===== config.mk =====
export PLATFORM = sky130hd
export DESIGN_NAME = ready_queue_policy_scheduler_unit
export DESIGN_NICKNAME = d
export VERILOG_FILES = /design/src/rtl/rqps_pkg.sv /design/src/rtl/ready_queue_policy_scheduler_unit.sv /design/src/rtl/rqps_ram.sv
export SDC_FILE = /design/constraint.sdc
export NUM_CORES = 2
export LEC_CHECK = 0
export BUFFER_PORTS_ARGS = -buffer_cell sky130_fd_sc_hd__buf_4
export CAP_MARGIN = 25
export CORE_MARGIN = 1
export CORE_UTILIZATION = 35
export CTS_BUF_LIST = sky130_fd_sc_hd__clkbuf_4 sky130_fd_sc_hd__clkbuf_8
export CTS_CLUSTER_SIZE = 25
export DETAILED_ROUTE_END_ITERATION = 12
export PLACE_DENSITY = 0.46
export RECOVER_POWER = 25
export SETUP_SLACK_MARGIN = 0.15
export SYNTH_ARGS = -nofsm -noshare
export SYNTH_HDL_FRONTEND = slang
export SYNTH_SLANG_ARGS = --single-unit

===== constraint.sdc =====
create_clock -name i_clk -period 36.3 [get_ports i_clk]
set_input_delay 3.63 -clock i_clk [delete_from_list [all_inputs] [get_ports i_clk]]
set_output_delay 3.63 -clock i_clk [all_outputs]
set_load 0.005 [all_outputs]

===== src/rtl/rqps_pkg.sv =====
// ============================================================================
// rqps_pkg: shared types and constants for the ready queue scheduler
// Holds entry layout, policy and request codes, sequencer states and the policy comparison.
// ============================================================================
package rqps_pkg;

    localparam int QUEUE_DEPTH = 64;
    localparam int IDX_W       = $clog2(QUEUE_DEPTH);
    localparam int CNT_W       = $clog2(QUEUE_DEPTH + 1);
    localparam int ENTRY_W     = 54;
    localparam int OUT_CNT_W   = 7;

    localparam logic [2:0] POL_RR   = 3'd0;
    localparam logic [2:0] POL_SJF  = 3'd1;
    localparam logic [2:0] POL_SRTN = 3'd2;
    localparam logic [2:0] POL_GUAR = 3'd3;
    localparam logic [2:0] POL_PRIO = 3'd4;
    // unassigned codes, handled as round robin
    localparam logic [2:0] POL_RSV5 = 3'd5;
    localparam logic [2:0] POL_RSV6 = 3'd6;
    localparam logic [2:0] POL_RSV7 = 3'd7;

    localparam logic REQ_ADD      = 1'b0;
    localparam logic REQ_DISPATCH = 1'b1;

    typedef struct packed {
        logic [5:0]         id;
        logic [15:0]        target;
        logic [15:0]        served;
        logic signed [15:0] prio;
    } t_entry;

    typedef enum logic [2:0] {
        ST_IDLE,
        ST_SCAN,
        ST_SHIFT,
        ST_DONE
    } t_state;

    // candidate c strictly beats best b under policy pol
    function automatic logic beats(input logic [2:0] pol, input t_entry c,
                                   input t_entry b);
        logic signed [16:0] rc;
        logic signed [16:0] rb;
        logic [31:0]        pc;
        logic [31:0]        pb;
        rc = $signed({1'b0, c.target}) - $signed({1'b0, c.served});
        rb = $signed({1'b0, b.target}) - $signed({1'b0, b.served});
        pc = c.served * b.target;
        pb = b.served * c.target;
        case (pol)
            POL_SJF:  beats = c.target < b.target;
            POL_SRTN: beats = rc < rb;
            POL_GUAR: beats = pc < pb;
            POL_PRIO: beats = c.prio > b.prio;
            default:  beats = 1'b0;
        endcase
    endfunction

endpackage


===== src/rtl/ready_queue_policy_scheduler_unit.sv =====
// ============================================================================
// ready_queue_policy_scheduler_unit: policy-driven ready queue
// Ordered queue in a RAM; dispatch scans for the winner and compacts.
// ============================================================================
//  channel | dir | contents, lowest bits first
//  s_axis  | in  | request: tdata {id, target, served, prio}; tuser {req_type, requeue}
//  m_axis  | out | result: tdata {chosen_id, count}; tuser {picked, idle, dropped}
//  apb     | in  | policy register at byte address 0
//
// An add (or an idle dispatch) goes through ST_DONE, which loads the result; the next request
// is accepted only back in ST_IDLE, once the output register is empty.
// A dispatch (after any requeue) scans every entry in ST_SCAN, one RAM read per cycle
// through the registered read port, then compacts in ST_SHIFT, one move per cycle, the
// entries past the winner when it is not the last entry, and loads the result in ST_DONE.
// The single read port forces this serial scan and compaction.
// Reset clears state, policy, count and output valid; RAM contents are never read unset.
// A waiting result blocks the input until the output register empties.
module ready_queue_policy_scheduler_unit (
    input  logic        i_clk,
    input  logic        i_rst_n,
    input  logic        s_axis_tvalid,
    output logic        s_axis_tready,
    // [5:0] proc_id, [21:6] target_time, [37:22] served_time,
    // [53:38] priority_req, [55:54] zero
    input  logic [55:0] s_axis_tdata,
    // [0] req_type, [1] requeue_running
    input  logic [1:0]  s_axis_tuser,
    output logic        m_axis_tvalid,
    input  logic        m_axis_tready,
    // [5:0] chosen_id, [12:6] queue_count, [15:13] zero
    output logic [15:0] m_axis_tdata,
    // [0] picked, [1] idle, [2] dropped
    output logic [2:0]  m_axis_tuser,
    input  logic        psel,
    input  logic        penable,
    input  logic        pwrite,
    input  logic [0:0]  paddr,
    input  logic [31:0] pwdata,
    output logic [31:0] prdata,
    output logic        pready
);
    localparam int IW = rqps_pkg::IDX_W;
    localparam int CW = rqps_pkg::CNT_W;
    localparam int OW = rqps_pkg::OUT_CNT_W;

    rqps_pkg::t_state r_state, n_state;
    logic [2:0]        r_policy;
    logic [CW-1:0]     r_count;
    logic [CW-1:0]     r_i;       // scan / shift read index
    logic              r_ph;      // shift: rdata holds entry r_i-1
    logic [IW-1:0]     r_best;
    rqps_pkg::t_entry  r_best_e;
    logic [5:0]        r_chosen;
    logic              r_dropped;
    logic              r_picked;
    logic              r_idle;
    logic              r_ovalid;
    logic [15:0]       r_odata;
    logic [2:0]        r_ouser;

    logic              we;
    logic [IW-1:0]     waddr;
    logic [IW-1:0]     raddr;
    rqps_pkg::t_entry  wdata;
    rqps_pkg::t_entry  rdata;
    logic [rqps_pkg::ENTRY_W-1:0] rraw;

    logic              acc;
    logic              is_dispatch;
    logic              in_append;
    logic              full;
    logic              app_ok;
    logic [CW-1:0]     cnt_add;
    logic [CW-1:0]     cnt_out;
    rqps_pkg::t_entry  in_entry;
    logic              scan_take;
    logic [IW-1:0]     scan_best;
    logic              scan_last;
    logic              shift_more;

    rqps_ram #(.WIDTH(rqps_pkg::ENTRY_W), .DEPTH(rqps_pkg::QUEUE_DEPTH)) u_ram (
        .i_clk  (i_clk),
        .i_we   (we),
        .i_waddr(waddr),
        .i_wdata(wdata),
        .i_raddr(raddr),
        .o_rdata(rraw)
    );
    assign rdata = rraw;

    // APB: single policy register, always ready
    assign pready = 1'b1;
    assign prdata = {29'd0, r_policy};

    assign s_axis_tready = (r_state == rqps_pkg::ST_IDLE) && !r_ovalid;
    assign acc           = s_axis_tvalid && s_axis_tready;
    assign is_dispatch   = s_axis_tuser[0] == rqps_pkg::REQ_DISPATCH;
    assign in_append     = !is_dispatch || s_axis_tuser[1];
    assign full          = r_count == CW'(rqps_pkg::QUEUE_DEPTH);
    assign app_ok        = in_append && !full;
    assign cnt_add       = r_count + CW'(app_ok);
    assign in_entry      = {s_axis_tdata[5:0], s_axis_tdata[21:6],
                            s_axis_tdata[37:22], s_axis_tdata[53:38]};

    // scan: rdata holds entry r_i-1; the first entry always becomes the best
    assign scan_take  = (r_i == CW'(1)) || rqps_pkg::beats(r_policy, rdata, r_best_e);
    assign scan_best  = scan_take ? IW'(r_i - CW'(1)) : r_best;
    assign scan_last  = r_i == r_count;
    assign shift_more = r_i < r_count;
    assign cnt_out    = r_picked ? r_count - CW'(1) : r_count;

    // next state
    always_comb begin
        n_state = r_state;
        case (r_state)
            rqps_pkg::ST_IDLE: begin
                if (acc) begin
                    if (is_dispatch && cnt_add != '0) n_state = rqps_pkg::ST_SCAN;
                    else n_state = rqps_pkg::ST_DONE;
                end
            end
            rqps_pkg::ST_SCAN: begin
                // skip compaction when the winner is the last entry
                if (scan_last) begin
                    if (CW'(scan_best) + CW'(1) < r_count) n_state = rqps_pkg::ST_SHIFT;
                    else n_state = rqps_pkg::ST_DONE;
                end
            end
            rqps_pkg::ST_SHIFT: begin
                if (!shift_more) n_state = rqps_pkg::ST_DONE;
            end
            rqps_pkg::ST_DONE: n_state = rqps_pkg::ST_IDLE;
            default: n_state = rqps_pkg::ST_IDLE;
        endcase
    end

    // memory control: append at tail; shift reads r_i and writes the previous read one place
    // down, at r_i-2, so read and write never hit the same entry
    always_comb begin
        we    = 1'b0;
        waddr = r_count[IW-1:0];
        wdata = in_entry;
        raddr = r_i[IW-1:0];
        case (r_state)
            rqps_pkg::ST_IDLE: we = acc && app_ok;
            rqps_pkg::ST_SHIFT: begin
                we    = r_ph;
                waddr = IW'(r_i - CW'(2));
                wdata = rdata;
            end
            default: ;
        endcase
    end

    always_ff @(posedge i_clk) begin
        if (!i_rst_n) begin
            r_state  <= rqps_pkg::ST_IDLE;
            r_policy <= rqps_pkg::POL_RR;
            r_count  <= '0;
            r_ovalid <= 1'b0;
            r_i      <= '0;
            r_ph     <= 1'b0;
        end else begin
            r_state <= n_state;
            if (psel && penable && pwrite && paddr == 1'b0)
                r_policy <= pwdata[2:0];
            if (r_state == rqps_pkg::ST_DONE) r_ovalid <= 1'b1;
            else if (m_axis_tvalid && m_axis_tready) r_ovalid <= 1'b0;
            case (r_state)
                rqps_pkg::ST_IDLE: begin
                    if (acc) begin
                        r_count   <= cnt_add;
                        r_dropped <= in_append && full;
                        r_picked  <= 1'b0;
                        r_idle    <= is_dispatch && cnt_add == '0;
                        r_chosen  <= '0;
                        r_i       <= '0;
                    end
                end
                rqps_pkg::ST_SCAN: begin
                    if (r_i != '0 && scan_take) begin
                        r_best   <= scan_best;
                        r_best_e <= rdata;
                    end
                    if (scan_last) begin
                        // hand over to compaction starting just past the winner
                        r_picked <= 1'b1;
                        r_chosen <= scan_take ? rdata.id : r_best_e.id;
                        r_i      <= CW'(scan_best) + CW'(1);
                        r_ph     <= 1'b0;
                    end else begin
                        r_i <= r_i + CW'(1);
                    end
                end
                rqps_pkg::ST_SHIFT: begin
                    if (shift_more) begin
                        r_i  <= r_i + CW'(1);
                        r_ph <= 1'b1;
                    end
                end
                rqps_pkg::ST_DONE: begin
                    r_count <= cnt_out;
                    r_odata <= {3'b000, OW'(cnt_out), r_chosen};
                    r_ouser <= {r_dropped, r_idle, r_picked};
                end
                default: ;
            endcase
        end
    end

    assign m_axis_tvalid = r_ovalid;
    assign m_axis_tdata  = r_odata;
    assign m_axis_tuser  = r_ouser;

    count_bound: assert property (@(posedge i_clk) disable iff (!i_rst_n)
        r_count <= CW'(rqps_pkg::QUEUE_DEPTH)) else $error("count overflow");
    no_accept_busy: assert property (@(posedge i_clk) disable iff (!i_rst_n)
        r_state != rqps_pkg::ST_IDLE |-> !s_axis_tready) else $error("accept while busy");
    out_hold: assert property (@(posedge i_clk) disable iff (!i_rst_n)
        m_axis_tvalid && !m_axis_tready |=> m_axis_tvalid && $stable(m_axis_tdata)
        && $stable(m_axis_tuser)) else $error("result changed while waiting");
    shift_write_range: assert property (@(posedge i_clk) disable iff (!i_rst_n)
        r_state == rqps_pkg::ST_SHIFT && we |-> CW'(waddr) + CW'(1) < r_count)
        else $error("shift write past queue end");
endmodule


===== src/rtl/rqps_ram.sv =====
// ============================================================================
// rqps_ram: generic single-port-write, registered-read RAM
// One write and one read address per cycle; read data is registered.
// ============================================================================
module rqps_ram #(
    parameter int WIDTH = 8,
    parameter int DEPTH = 16
) (
    input  logic                     i_clk,
    input  logic                     i_we,
    input  logic [$clog2(DEPTH)-1:0] i_waddr,
    input  logic [WIDTH-1:0]         i_wdata,
    input  logic [$clog2(DEPTH)-1:0] i_raddr,
    output logic [WIDTH-1:0]         o_rdata
);
    logic [WIDTH-1:0] r_mem [DEPTH];
    logic [WIDTH-1:0] r_rdata;

    always_ff @(posedge i_clk) begin
        if (i_we) begin
            r_mem[i_waddr] <= i_wdata;
        end
        r_rdata <= r_mem[i_raddr];
    end

    assign o_rdata = r_rdata;
endmodule

==> flow_metrics.tcl <==
set metrics [dict create \
    clk_pin_slew_ps 60 \
    portBuffers 87 \
    min_to "m_axis_tuser[2]" \
    min_period_ps 14200 \
    rsz0062_at_grt "false" \
    wl_per_cell_um 32.53 \
    worst_hold_slack_ps 406.5 \
    drv_slew 2138 \
    drt_wl_total_um 514200 \
    critPathBufInv 9 \
    skew_ps 75.94 \
    crit_path_end_kind "flop" \
    worstSkewPairLatency_ps 1200 \
    wl_met1_um 223200 \
    die_x_um 674.1 \
    finalSetupViolCount 0 \
    regToRegSetupSlack_ps 22100 \
    root_buffer "clkbuf_8" \
    nNetsFinal 10188 \
    cts_max_path_buffers 4 \
    syn_avg_cell_area_um2 18.12 \
    grt_max_degree 105 \
    critical_path_arrival_ps 15230 \
    highest_layer "met5" \
    avgViaCountPerCell 5.424 \
    numCtsBuffers 624 \
    violations "max-capacitance violations, max-slew violations" \
    tightestPinTransition_ps 4757 \
    track_usage 0.2236 \
    min_path_type "reg -> reg" \
    cts_tree "yes" \
    required_ps 37330 \
    hold_buffers 0 \
    worstSetupPathDepth 43 \
    r2r.worst_path.cells 43 \
    wl_met3_um 33200 \
    cp_max_fo 13 \
    r2r_end "r_state[0]" \
    synth_edf_count 3541 \
    critical_path_class "reg -> reg" \
    fp.dieArea_um2 454400 \
    layout.cells.most_common "edfxtp_1" \
    drc 0 \
    firstDrtPassIters 6 \
    yosysWarnings 0 \
    max_stage_delay_ps 1510 \
    ios 152 \
    yosysSeqAreaShare 0.6821 \
    cts-resized-gates 0 \
    htree_levels 6 \
    place_congestion 0.8125 \
    synth_ff_type "edfxtp_1" \
    cp_top_family "compound AO/OA/AOI/OAI gates" \
    cp_slowest_cell "clkbuf_1" \
    cpMostUsedCell "inv_1" \
    core_area_um2 449400 \
    grt_pass1_vias 89252 \
    netlist_area_um2 158100 \
    dieHeight_um 674.1 \
    antenna_found_initial 42 \
    period_share 0.3913 \
    ant_nets 0 \
    num_vias 85741 \
    mostFrequentLayoutCells "edfxtp_1, mux4_2, clkbuf_8" \
    overflow 0 \
    rows 246 \
    met2_length_um 245300 \
    synth_seq_cells 3616 \
    post_cts_buffers 0 \
    start_util 0.3518 \
    fmax_mhz 70.41 \
    async_flop_share 0 \
    cts.sinks 3616 \
    rr_startpoint "u_ram.o_rdata[17]" \
    drive_above_1_share 0.2245 \
    area_growth_pct 13.78 \
    cap_viol_max_count 48 \
    synth_cells 8726 \
    outcome "finished with violations" \
    relSlewSlack -2.171 \
    worstHoldStart "r_dropped" \
    grt_pass1_wl_um 707500 \
    fill_cells 40903 \
    fin_setup_tns_ps 0 \
    ys_types 77 \
    dp_hpwl_um 292000 \
    whs_path_depth 0 \
    hold_violations 0 \
    worst_setup_path_start_kind "flop" \
    drt_iter0_markers 8891 \
]
[logic make-up (layout without fill, tap and decap cells)]
family	after synthesis	in the layout	share of synthesized area
AND/OR/NAND/NOR	1190	1190	0.03304
multiplexers	1274	1274	0.1435
buffers and inverters	1021	2097	0.02661
XOR/XNOR	100	100	0.005540
AO/OA/AOI/OAI	786	786	0.03231
adder cells (fa/ha/maj)	737	737	0.07685
other	2	55	0.00004751
flip-flops	3616	3616	0.6821
[Yosys cell counts, drive strengths merged, types with 21 or more instances]
library cell	number	area [µm²]
edfxtp	3541	106300
mux4	788	17750
inv	566	2125
nand2	445	1670
mux2i	432	4324
nor2	415	1560
fa	390	7807
ha	347	4342
buf	232	1245
clkbuf	212	795.8
o21ai	194	970.9
a21oi	159	795.8
and2	125	782.0
o22ai	103	644.4
dfxtp	75	1501
xnor2	66	578.1
nor3	58	290.3
mux2	54	608.1
o221ai	54	473.0
a221oi	52	455.4
a21o	40	300.3
nand3	38	190.2
o31ai	35	262.8
xor2	34	297.8
o311ai	26	227.7
nor2b	21	138.9
[cell type report]
class                           count  area (µm²)  area share
Sequential cell                  3616      107900      0.5996
Multi-Input combinational cell   4120       46690      0.2596
Clock buffer                      866       10600     0.05892
Tap cell                         5952        7447     0.04140
Timing Repair Buffer              414        3442     0.01914
Inverter                          577        2178     0.01211
Clock inverter                    240        1599    0.008890
Antenna cell                       22       55.05   0.0003061
[routing by layer]
layer,up-vias,global-route usage
met5,-,0.0006378
met4,16,0.05478
met3,721,0.03517
met2,3043,0.3674
met1,46647,0.3117
li1,35314,-
[per-stage QoR]
| stage | instance area, µm² | worst slack, ps | cells | utilization |
|---|---|---|---|---|
| floorplan | 158200 | 23910 | 8757 | - |
| global placement | 167000 | 22960 | 14619 | 0.3716 |
| finish | 179900 | 22100 | 15807 | 0.4003 |
| detailed placement | 167300 | 23640 | 14632 | 0.3722 |
| global route | 179800 | 21580 | 15788 | 0.4002 |
| CTS | 179500 | 23560 | 15738 | 0.3994 |
[registers in the layout, summed over array words and instances, names as in the netlist]
name           count
u_ram.o_rdata     54
r_chosen           6
r_picked           1
r_state            2
r_dropped          1
r_best_e          54
r_policy           3
m_axis_tuser       3
u_ram.r_mem     3456
r_best             6
r_count            7
r_idle             1
m_axis_tdata      13
m_axis_tvalid      1
r_ph               1
r_i                7
[worst max path at each step]
stage / start / slack [ps] / to
floorplan: r_best_e[36] / 23910 / r_best[0]
global route: u_ram.o_rdata[17] / 21580 / r_state[0]
detailed placement: r_best_e[23] / 23640 / r_state[0]
CTS: r_best_e[23] / 23560 / r_state[0]
global placement: r_best_e[23] / 22960 / r_state[0]
finish: u_ram.o_rdata[17] / 22100 / r_state[0]
Power is not shown: default switching activity piles up to over one toggle a cycle in this logic, so the estimate is an artifact.
